`src/sv/cbpa_pkg.sv`:
```
// Package for the contiguous page bitmap allocator.
// Holds word types, status and opcode codes, and sizing constants.
// No dependencies.
package cbpa_pkg;

    // Default map size in pages
    localparam int PAGES_DEFAULT = 512;
    // Pages held by one cell of the ring
    localparam int CELL_BITS     = 8;
    // Width of internal page numbers, counts and range bounds
    localparam int CNT_W         = 14;
    // Width of the zone registers and of the configuration data
    localparam int CFG_W         = 10;

    typedef enum logic [0:0] {
        OP_ALLOC   = 1'b0,
        OP_RESERVE = 1'b1
    } opcode_t;

    typedef enum logic [1:0] {
        ST_OK    = 2'd0,
        ST_BAD   = 2'd1,
        ST_NORUN = 2'd2
    } status_t;

    typedef enum logic [1:0] {
        REG_LOW_FIRST    = 2'd0,
        REG_LOW_END      = 2'd1,
        REG_NORMAL_FIRST = 2'd2,
        REG_NORMAL_END   = 2'd3
    } reg_index_t;

    // Command word
    typedef struct packed {
        logic       opcode;
        logic       zone_select;
        logic [9:0] page_count;
        logic [8:0] first_page;
    } cmd_t;

    // Result word
    typedef struct packed {
        logic [1:0] status;
        logic [8:0] start_page;
    } result_t;

    // Control handed from the sequencer to the head of the ring
    typedef struct packed {
        logic             marking;
        logic [CNT_W-1:0] zone_lo;
        logic [CNT_W-1:0] zone_hi;
        logic [CNT_W-1:0] count;
        logic [CNT_W-1:0] mark_lo;
        logic [CNT_W-1:0] mark_hi;
    } head_ctrl_t;

    // Run tracking state carried from group to group
    typedef struct packed {
        logic             found;
        logic [CNT_W-1:0] run;
        logic [CNT_W-1:0] start;
    } scan_state_t;

endpackage

```
`src/sv/cbpa_cell.sv`:
```
// One cell of the bitmap ring: holds the used bits of CELL_BITS pages.
// Depends on cbpa_pkg.
module cbpa_cell
    import cbpa_pkg::*;
(
    input  logic                 clk,
    input  logic                 rst_n,
    input  logic                 shift,
    input  logic [CELL_BITS-1:0] d,
    output logic [CELL_BITS-1:0] q
);

    logic [CELL_BITS-1:0] bits_reg;

    // Take the neighbour's bits on every shift
    always_ff @(posedge clk or negedge rst_n)
    begin
        if (!rst_n)
        begin
            bits_reg <= '0;
        end
        else if (shift)
        begin
            bits_reg <= d;
        end
    end

    assign q = bits_reg;

endmodule

```
`src/sv/cbpa_head.sv`:
```
// Head of the ring: run tracking over one group of pages, or range marking.
// Depends on cbpa_pkg.
module cbpa_head
    import cbpa_pkg::*;
(
    input  logic [CNT_W-1:0]     base_page,
    input  logic [CELL_BITS-1:0] bits_in,
    input  head_ctrl_t           ctrl,
    input  scan_state_t          scan_in,
    output logic [CELL_BITS-1:0] bits_out,
    output scan_state_t          scan_out
);

    logic [CNT_W-1:0] page;
    scan_state_t      s;

    always_comb
    begin
        s        = scan_in;
        bits_out = bits_in;
        page     = base_page;
        for (int i = 0; i < CELL_BITS; i++)
        begin
            page = base_page + CNT_W'(i);
            if (ctrl.marking)
            begin
                // set bits inside the marked range
                if (page >= ctrl.mark_lo && page < ctrl.mark_hi)
                begin
                    bits_out[i] = 1'b1;
                end
            end
            else if (!s.found && page >= ctrl.zone_lo && page < ctrl.zone_hi)
            begin
                // first-fit run tracking inside the zone
                if (bits_in[i])
                begin
                    s.run = '0;
                end
                else
                begin
                    s.run = s.run + 1'b1;
                    if (s.run == ctrl.count)
                    begin
                        s.found = 1'b1;
                        s.start = page + 1'b1 - ctrl.count;
                    end
                end
            end
        end
        scan_out = s;
    end

endmodule

```
`src/sv/contiguous_page_bitmap_allocator.sv`:
```
// Contiguous page bitmap allocator, first fit, top level.
// Usage:
//   A command word on cmd is taken at a rising edge with start high and
//   busy low. busy stays high until the result has been shown.
//   The result word appears on result for exactly one cycle with done high;
//   the receiver cannot stall it, so it must take it in that cycle.
//   The used-page map sits in a ring of PAGES/8 cells of 8 pages each. The
//   ring turns one cell per cycle while scanning or marking, past a head
//   unit that tracks free runs or marks pages.
//   Sequence from the accepted command to the done cycle:
//     allocate, run found:      one turn to search, one turn to mark the run
//     allocate, no free run:    one turn to search
//     reserve:                  one turn to mark the range
//     allocate with bad count or empty zone: straight to the result
//   One command at a time; a new command is taken only after the result.
//   Zone registers are written through cfg_we / cfg_index / cfg_data at any
//   edge, and should only change while busy is low.
//   Reset clears the whole map (every page free) and loads the default zones.
// Depends on cbpa_pkg, cbpa_cell and cbpa_head.
module contiguous_page_bitmap_allocator
    import cbpa_pkg::*;
#(
    parameter int PAGES = PAGES_DEFAULT
)
(
    input  logic                clk,
    input  logic                rst_n,
    input  logic                start,
    output logic                busy,
    input  cmd_t                cmd,
    output logic                done,
    output result_t             result,
    input  logic                cfg_we,
    input  logic [1:0]          cfg_index,
    input  logic [CFG_W-1:0]    cfg_data
);

    localparam int NG = PAGES / CELL_BITS;
    localparam int GW = $clog2(NG);
    localparam int GB = $clog2(CELL_BITS);

    typedef enum logic [3:0] {
        S_IDLE = 4'b0001,
        S_SCAN = 4'b0010,
        S_MARK = 4'b0100,
        S_RESP = 4'b1000
    } state_t;

    state_t            state_reg, state_next;
    logic [GW-1:0]     group_reg, group_next;
    logic [CFG_W-1:0]  low_first_reg, low_end_reg, norm_first_reg, norm_end_reg;
    head_ctrl_t        ctrl_reg, ctrl_next;
    scan_state_t       scan_reg, scan_next;
    logic [1:0]        status_reg, status_next;
    logic [CNT_W-1:0]  start_reg, start_next;

    logic [CELL_BITS-1:0] cell_q [NG];
    logic [CELL_BITS-1:0] head_out;
    scan_state_t          head_scan;
    logic                 shift;
    logic                 last_group;
    logic [CNT_W-1:0]     base_page;
    logic [CNT_W-1:0]     zone_lo, zone_end, zone_hi, req_count, res_end;
    logic                 accept;

    // Zone registers
    always_ff @(posedge clk or negedge rst_n)
    begin
        if (!rst_n)
        begin
            low_first_reg  <= CFG_W'(0);
            low_end_reg    <= CFG_W'(8);
            norm_first_reg <= CFG_W'(8);
            norm_end_reg   <= CFG_W'(512);
        end
        else if (cfg_we)
        begin
            case (cfg_index)
                REG_LOW_FIRST:    low_first_reg  <= cfg_data;
                REG_LOW_END:      low_end_reg    <= cfg_data;
                REG_NORMAL_FIRST: norm_first_reg <= cfg_data;
                REG_NORMAL_END:   norm_end_reg   <= cfg_data;
                default:          ;
            endcase
        end
    end

    // Ring of cells; the head output feeds the tail
    assign shift = (state_reg == S_SCAN) || (state_reg == S_MARK);

    for (genvar g = 0; g < NG; g++)
    begin : g_cell
        logic [CELL_BITS-1:0] d;
        if (g == NG - 1)
        begin : g_tail
            assign d = head_out;
        end
        else
        begin : g_mid
            assign d = cell_q[g+1];
        end
        cbpa_cell u_cell (
            .clk   (clk),
            .rst_n (rst_n),
            .shift (shift),
            .d     (d),
            .q     (cell_q[g])
        );
    end

    assign base_page = CNT_W'({group_reg, GB'(0)});

    cbpa_head u_head (
        .base_page (base_page),
        .bits_in   (cell_q[0]),
        .ctrl      (ctrl_reg),
        .scan_in   (scan_reg),
        .bits_out  (head_out),
        .scan_out  (head_scan)
    );

    // Command decode
    assign accept    = start && (state_reg == S_IDLE);
    assign zone_lo   = CNT_W'(cmd.zone_select ? norm_first_reg : low_first_reg);
    assign zone_end  = CNT_W'(cmd.zone_select ? norm_end_reg : low_end_reg);
    assign zone_hi   = (zone_end > CNT_W'(PAGES)) ? CNT_W'(PAGES) : zone_end;
    assign req_count = CNT_W'(cmd.page_count);
    assign res_end   = (CNT_W'(cmd.first_page) + req_count > CNT_W'(PAGES)) ?
                       CNT_W'(PAGES) : CNT_W'(cmd.first_page) + req_count;
    assign last_group = (group_reg == GW'(NG - 1));

    // Sequencer
    always_comb
    begin
        state_next  = state_reg;
        group_next  = group_reg;
        ctrl_next   = ctrl_reg;
        scan_next   = scan_reg;
        status_next = status_reg;
        start_next  = start_reg;
        case (state_reg)
            S_IDLE:
            begin
                if (accept)
                begin
                    group_next        = '0;
                    scan_next         = '0;
                    start_next        = '0;
                    status_next       = ST_OK;
                    ctrl_next.zone_lo = zone_lo;
                    ctrl_next.zone_hi = zone_hi;
                    ctrl_next.count   = req_count;
                    if (cmd.opcode == OP_RESERVE)
                    begin
                        ctrl_next.marking = 1'b1;
                        ctrl_next.mark_lo = CNT_W'(cmd.first_page);
                        ctrl_next.mark_hi = res_end;
                        state_next        = S_MARK;
                    end
                    else if (req_count == '0 || req_count > CNT_W'(PAGES) ||
                             zone_lo >= zone_hi)
                    begin
                        status_next = ST_BAD;
                        state_next  = S_RESP;
                    end
                    else
                    begin
                        ctrl_next.marking = 1'b0;
                        state_next        = S_SCAN;
                    end
                end
            end
            S_SCAN:
            begin
                scan_next  = head_scan;
                group_next = last_group ? '0 : group_reg + 1'b1;
                if (last_group)
                begin
                    if (head_scan.found)
                    begin
                        ctrl_next.marking = 1'b1;
                        ctrl_next.mark_lo = head_scan.start;
                        ctrl_next.mark_hi = head_scan.start + ctrl_reg.count;
                        start_next        = head_scan.start;
                        state_next        = S_MARK;
                    end
                    else
                    begin
                        status_next = ST_NORUN;
                        state_next  = S_RESP;
                    end
                end
            end
            S_MARK:
            begin
                group_next = last_group ? '0 : group_reg + 1'b1;
                if (last_group)
                begin
                    state_next = S_RESP;
                end
            end
            S_RESP:
            begin
                state_next = S_IDLE;
            end
            default:
            begin
                state_next = S_IDLE;
            end
        endcase
    end

    always_ff @(posedge clk or negedge rst_n)
    begin
        if (!rst_n)
        begin
            state_reg <= S_IDLE;
            group_reg <= '0;
        end
        else
        begin
            state_reg <= state_next;
            group_reg <= group_next;
        end
    end

    // Payload registers
    always_ff @(posedge clk)
    begin
        ctrl_reg   <= ctrl_next;
        scan_reg   <= scan_next;
        status_reg <= status_next;
        start_reg  <= start_next;
    end

    assign busy              = (state_reg != S_IDLE);
    assign done              = (state_reg == S_RESP);
    assign result.status     = status_reg;
    assign result.start_page = start_reg[8:0];

endmodule

```
`config.mk`:
```
export PLATFORM = sky130hd
export DESIGN_NAME = contiguous_page_bitmap_allocator
export DESIGN_NICKNAME = d
export VERILOG_FILES = /design/src/sv/cbpa_pkg.sv /design/src/sv/cbpa_cell.sv /design/src/sv/cbpa_head.sv /design/src/sv/contiguous_page_bitmap_allocator.sv
export SDC_FILE = /design/constraint.sdc
export NUM_CORES = 2
export LEC_CHECK = 0
export ABC_AREA = 1
export BUFFER_PORTS_ARGS = -buffer_cell sky130_fd_sc_hd__buf_4
export CORE_ASPECT_RATIO = 1.5
export CORE_MARGIN = 2
export CORE_UTILIZATION = 35
export DETAILED_ROUTE_END_ITERATION = 10
export SETUP_SLACK_MARGIN = 0.1
export SLEW_MARGIN = 20
export SYNTH_ARGS = -nofsm -noshare
export SYNTH_HDL_FRONTEND = slang
export SYNTH_SLANG_ARGS = --single-unit
```
`constraint.sdc`:
```
create_clock -name clk -period 12 [get_ports clk]
set_clock_uncertainty 0.05 [all_clocks]
set_input_delay 0.6 -clock clk [delete_from_list [all_inputs] [get_ports clk]]
set_output_delay 0.6 -clock clk [all_outputs]
set_load 0.005 [all_outputs]
```
Word-level counts from Yosys, hierarchy flattened
Index checks and enable logic that the tools add are counted.
W data, S select, Z words.

word-level totals
  register bits after elaboration = 669
  bits of input ports = 37
  logic and storage cells = 335

cells by class
  add/sub/neg operators = 33
  $lt $le $gt $ge = 36
  equality and inequality tests = 24
  multiplexer cells = 108
  reduce and logical (&&, ||, !) cells = 53

operators by type and width
  kind                     number
  $mux W29                 17
  $mux W14                 24
  $add A14 B1 Y14 const B  15
  $ge A14 B14 Y1           14
  $lt A14 B14 Y1           14
  $eq A14 B10 Y1           8
  $sub A14 B10 Y14         8
  $mux W28                 3
  $mux W71                 1
  $pmux W29 S2             1
  $pmux W28 S2             1
  $add A9 B3 Y10 const B   4
  $mux W1                  38
  $mux W10                 3
  $ge A9 B14 Y1            2
  $lt A9 B14 Y1            2
  $mux W9                  3
  $logic_and A1 B1 Y1      25
  $mux W4                  6
  $add A9 B2 Y10 const B   2
  $gt A10 B10 Y1 const B   2
  $pmux W9 S2              1
  $add A14 B10 Y14         1
  $gt A14 B10 Y1 const B   1
  other kinds (31)         58

Depth between registers and ports, before layout
  word-level depth = 52
  mapped depth = 96
  mapped depth without buffers = 92

By module
From an unflattened synthesis, not the netlist that was laid out.

second synthesis, totals
  cell total of the unflattened synthesis = 6782
  area, all modules = 50591.0 sq um

by module, submodules not included
  module                            instances  cells each  area each (sq um)  sequential area each (sq um)
  cbpa_head                         1          3867        23830.4            0.0
  cbpa_cell                         64         34          305.3              200.2
  contiguous_page_bitmap_allocator  1          739         7221.9             4229.1

Worst setup path before layout
No wires, ideal clock.

  path kind = reg2reg
  start = reg group_reg[0]
  end = reg ctrl_reg[13] (netlist name), data pin
  setup time = 146 ps
  arrival = 10216 ps
  required time = 11804 ps
  setup slack = 1588 ps
  stages on the path, launching flop included = 92
  buffers on the path = 6
  period minus slack after synthesis = 10412 ps
  cells stage by stage = dfrtp_1 > inv_1 > ha_1 > inv_1 > nor2_1 > nand3_1 > nand2_2 > a21oi_4 > buf_6 > nand3_4 > nor2_2 > nand3_4 > nand3_4 > inv_2 > nand2_1 > nand2_1 > inv_1 > ha_1 > [56 not listed] > ha_1 > a21oi_1 > nor2_1 > nor2_1 > nor2_1 > nor2_1 > o21ai_0 > inv_1 > o21ai_0 > and2_1 > o21ai_0 > nand2_1 > nand2_1 > nand2_1 > nand3_1 > nor2_1 > nand2_1 > a21oi_1

RTL lines
  element                 line                                     source
  start, declared         contiguous_page_bitmap_allocator.sv:50   logic [GW-1:0] group_reg, group_next;
  start signal, assigned  contiguous_page_bitmap_allocator.sv:223  group_reg <= group_next;
  end signal, assigned    contiguous_page_bitmap_allocator.sv:230  ctrl_reg <= ctrl_next;
  end, declared           contiguous_page_bitmap_allocator.sv:52   head_ctrl_t ctrl_reg, ctrl_next;

==> insert_results.sql <==
INSERT INTO impl_metrics (metric_group, metric, value, unit) VALUES
('outcome', 'outcome', 'finished clean', ''),
('clock_tree', 'clock_tree.htree_level_count', '3', ''),
('critical_path', 'critical_path_arrival', '11.38', 'ns'),
('timing', 'setup_repair_after_global_routing_missed_its_margin', 'false', ''),
('timing', 'max_clock_freq', '90.5', 'MHz'),
('timing', 'final_period_minus_worst_setup_slack', '11.05', 'ns'),
('cells_and_area', 'nNetsFinal', '4954', ''),
('logic_synthesis', 'synth.cell_area', '36700', 'um2'),
('critical_path', 'setup.worst_path.end_class', 'flip-flop', ''),
('cells_and_area', 'flow.area_growth_from_synthesis', '13.7', '%'),
('timing', 'final_max_slew_viol_count', '0', ''),
('global_route', 'grt_pass1_wl', '164000', 'um'),
('global_route', 'grt_start_max_net_pins', '281', ''),
('floorplan', 'die_height', '400', 'um'),
('clock_tree', 'clock_insertion_delay_worst_skew', '0.63', 'ns'),
('placement', 'globalplace.congestion', '1.01', ''),
('timing', 'period_share', '0.921', ''),
('cells_and_area', 'largest_reg_flops', '512', ''),
('cells_and_area', 'diodes', '0', ''),
('clock_tree', 'cts.sink_count', '661', ''),
('pwr', 'maximum_vdd_drop', '0.154', 'mV'),
('global_route', 'grt_antenna_before_repair', '0', ''),
('critical_path', 'worstPathRequired', '12.32', 'ns'),
('critical_path', 'worstPathBufferInverterCount', '12', ''),
('job', 'cap_violations', '0', ''),
('route', 'detailedRoute.firstIterationViolations', '2564', ''),
('placement', 'dpl.hpwl', '74500', 'um'),
('logic_synthesis', 'count_of_state_elements_after_synthesis', '661', ''),
('logic_synthesis', 'post_synth_edffs', '99', ''),
('global_route', 'grt-ovfl-total', '0', ''),
('route', 'route.vias.total', '31100', ''),
('placement', 'dp_cells', '6105', ''),
('route', 'final_antenna_net_count', '0', ''),
('route', 'dr.pass1.iters', '6', ''),
('hold_path', 'min-delay-path-class', 'in2reg', ''),
('logic_synthesis', 'synth_seq_area_share', '0.465', ''),
('route', 'totalWireLength', '104000', 'um'),
('logic_synthesis', 'syn-num-nets', '4895', ''),
('critical_path', 'setup.worst_path.class', 'reg2reg', ''),
('placement', 'placement.io_buffers', '49', ''),
('critical_path', 'r2r_slack', '0.95', 'ns'),
('timing', 'fin_setup_tns', '0', 'ns'),
('timing', 'report.final.setup_viol', '0', ''),
('critical_path', 'worst-path-max-fanout', '10', ''),
('logic_synthesis', 'yosys_most_used_dff', 'sky130_fd_sc_hd__dfrtp_1', ''),
('logic_synthesis', 'synth_async_sr_flop_share', '0.850', ''),
('timing', 'fin_worst_hold_slack', '0.135', 'ns'),
('floorplan', 'io_pins', '50', ''),
('clock_tree', 'clk_path_buf_depth', '3', ''),
('global_route', 'number_of_global_route_vias_before_repair', '29900', ''),
('floorplan', 'die_area', '107000', 'um2'),
('timing', 'worst_pin_slew', '1.08', 'ns'),
('pwr', 'powerDensity', '192', 'nW/um2'),
('floorplan', 'die_w', '268', 'um'),
('floorplan', 'core_area', '104000', 'um2'),
('clock_tree', 'clock-root-buffer', 'sky130_fd_sc_hd__clkbuf_16', ''),
('route', 'routed_wire_length_per_instance', '16.6', 'um'),
('route', 'route.detailed.vias_per_inst', '4.95', ''),
('critical_path', 'worst_path_most_repeated_cell', 'sky130_fd_sc_hd__nand2_1', ''),
('global_route', 'globalRouteTotalUtil', '0.192', ''),
('pwr', 'leakage', '19.2', 'nW'),
('timing', 'max_slew_margin', '0.281', ''),
('cells_and_area', 'finalNonFillerCells', '6270', ''),
('logic_synthesis', 'syn-mean-instance-area', '7.70', 'um2'),
('timing', 'timing.final.hold_violations', '0', ''),
('cells_and_area', 'drive_gt1_frac', '0.113', ''),
('floorplan', 'starting_density_of_the_core', '0.353', ''),
('floorplan', 'rows', '145', ''),
('critical_path', 'critical-path-max-stage-delay', '0.44', 'ns'),
('logic_synthesis', 'yosysWarningCount', '0', ''),
('clock_tree', 'cts.clk_slew.worst_paths', '0.07', 'ns'),
('logic_synthesis', 'post_synth_cell_types', '69', ''),
('logic_synthesis', 'synthesis.instances', '4760', ''),
('clock_tree', 'tritoncts.num_buffers', '69', ''),
('route', 'detail_route.drc_violations', '0', ''),
('critical_path', 'startpoint_type', 'flip-flop', ''),
('critical_path', 'critPathTopFamily', 'simple AND/OR/NAND/NOR gates', ''),
('critical_path', 'critical-path-slowest-cell', 'sky130_fd_sc_hd__dfrtp_2', ''),
('clock_tree', 'clock_tree_from_tritoncts', 'yes', '');
[synth_stat cells (6+ instances only)]
cell	instances	area (um2)
sky130_fd_sc_hd__a21oi_1	115	576
sky130_fd_sc_hd__a31oi_1	13	81.3
sky130_fd_sc_hd__buf_1	6	22.5
sky130_fd_sc_hd__buf_6	17	191
sky130_fd_sc_hd__clkbuf_1	145	544
sky130_fd_sc_hd__clkinv_1	12	45.0
sky130_fd_sc_hd__dfrtp_1	558	14000
sky130_fd_sc_hd__edfxtp_1	99	2970
sky130_fd_sc_hd__fa_1	8	160
sky130_fd_sc_hd__ha_1	90	1130
sky130_fd_sc_hd__inv_1	607	2280
sky130_fd_sc_hd__inv_2	18	67.6
sky130_fd_sc_hd__mux2_2	10	113
sky130_fd_sc_hd__nand2_1	1422	5340
sky130_fd_sc_hd__nand2_2	52	325
sky130_fd_sc_hd__nand2_4	7	78.8
sky130_fd_sc_hd__nand3_1	253	1270
sky130_fd_sc_hd__nand3_4	6	105
sky130_fd_sc_hd__nand3b_1	6	45.0
sky130_fd_sc_hd__nand4_1	54	338
sky130_fd_sc_hd__nor2_1	267	1000
sky130_fd_sc_hd__nor2_2	40	250
sky130_fd_sc_hd__nor2_4	20	225
sky130_fd_sc_hd__nor3_1	21	105
sky130_fd_sc_hd__nor4_1	8	50.1
sky130_fd_sc_hd__o211ai_1	24	180
sky130_fd_sc_hd__o21a_1	11	82.6
sky130_fd_sc_hd__o21ai_0	663	3320
sky130_fd_sc_hd__o21ai_1	39	195
sky130_fd_sc_hd__o21ai_2	14	123
sky130_fd_sc_hd__o21bai_1	6	45.0
sky130_fd_sc_hd__o22ai_1	9	56.3
sky130_fd_sc_hd__o311ai_0	7	61.3
sky130_fd_sc_hd__or2_2	7	43.8
sky130_fd_sc_hd__xnor2_1	13	114
sky130_fd_sc_hd__xor2_1	38	333
[repair_timing]
item,in CTS,in global routing
hold buffers,1,0
setup endpoints to repair,0,11
gates resized for setup,0,113
setup buffers,0,34
endpoints found under the hold margin,66,0
[layer usage]
layer,share of wire,track usage,vias up
li1,-,-,15400
met1,0.40,0.228,14600
met2,0.48,0.327,777
met3,0.045,0.0262,288
met4,0.068,0.116,0
met5,0,0,-
[worst reg2reg max path, delay by kind of cell (launching register included)]
kind	cells	cell delay (ns)
AOI/OAI and AO/OA	7	1.06
buffers and inverters	12	1.32
and+or+nand+nor	56	6.67
xor gates and xnor gates	1	0.16
adders and majority gates	4	1.16
DFF	1	0.44
[cells by family (layout without fill, tap and decap cells)]
logic type,count (synthesis),after routing,share of synthesized area
adders and majority gates,98,98,0.0351
xor gates and xnor gates,52,52,0.0128
and+or+nand+nor,2186,2188,0.258
buffers and inverters,820,932,0.0901
AOI/OAI and AO/OA,928,928,0.135
DFF,661,661,0.465
muxes,15,15,0.00444
[area by class of cell]
type                    count  area, um2
inverters                 638       2400
fillers                 10600      62200
clock buffers              97       1990
flip-flops and latches    661      17000
repair buffers            168       1410
multi-input cells        3281      16800
clock inverters            29        293
well taps                1396       1750
[cell usage in the layout, fill, tap and decap left out, types with 10 or more instances in the layout]
cell type,n
sky130_fd_sc_hd__nand2_1,1402
sky130_fd_sc_hd__o21ai_0,660
sky130_fd_sc_hd__inv_1,605
sky130_fd_sc_hd__dfrtp_1,554
sky130_fd_sc_hd__nor2_1,247
sky130_fd_sc_hd__nand3_1,242
sky130_fd_sc_hd__buf_4,154
sky130_fd_sc_hd__a21oi_1,114
sky130_fd_sc_hd__edfxtp_1,99
sky130_fd_sc_hd__ha_1,83
sky130_fd_sc_hd__clkbuf_16,71
sky130_fd_sc_hd__nand2_2,66
sky130_fd_sc_hd__nand4_1,54
sky130_fd_sc_hd__nor2_2,44
sky130_fd_sc_hd__xor2_1,38
sky130_fd_sc_hd__nor2_4,36
sky130_fd_sc_hd__o21ai_1,36
sky130_fd_sc_hd__o211ai_1,24
sky130_fd_sc_hd__inv_2,19
sky130_fd_sc_hd__nor3_1,18
sky130_fd_sc_hd__o21ai_2,15
sky130_fd_sc_hd__clkinv_1,14
sky130_fd_sc_hd__clkbuf_1,14
sky130_fd_sc_hd__clkinv_2,14
sky130_fd_sc_hd__nand2_4,13
sky130_fd_sc_hd__xnor2_1,13
sky130_fd_sc_hd__a31oi_1,13
sky130_fd_sc_hd__nand3_2,12
sky130_fd_sc_hd__clkbuf_8,12
sky130_fd_sc_hd__o21a_1,11
sky130_fd_sc_hd__mux2_2,10
[power by group]
group / total [mW] / leakage, nW / internal (mW) / switching [mW]
clock network: 2.16 / 1.14 / 1.24 / 0.921
registers: 2.69 / 8.69 / 2.54 / 0.158
logic: 3.13 / 9.41 / 0.916 / 2.22
[per-stage QoR]
stage | power, mW | utilization | area [um2] | worst slack [ns]
after floorplan | 4.75 | - | 36700 | 1.59
after global placement | 5.67 | 0.371 | 38600 | 0.332
after detailed placement | 5.67 | 0.371 | 38600 | 0.341
after CTS | 7.87 | 0.393 | 40900 | 0.287
after global routing | 8.50 | 0.401 | 41700 | 0.0135
final | 7.99 | 0.401 | 41700 | 0.948
[path summary, 6_finish.rpt]
kind	end	cells after the start	start
worst max-delay path	ctrl_reg[12]	80	group_reg[2]
min in group asynchronous	g_cell[36].u_cell.q[4]	2	rst_n
worst min register to register	g_cell[50].u_cell.q[1]	2	g_cell[51].u_cell.q[1]
worst min-delay path	ctrl_reg[35]	1	cmd[16]
worst max register to register	ctrl_reg[12]	80	group_reg[2]
max in group asynchronous	g_cell[14].u_cell.q[7]	4	rst_n
Note: power is estimated with default switching activity, not from simulation.
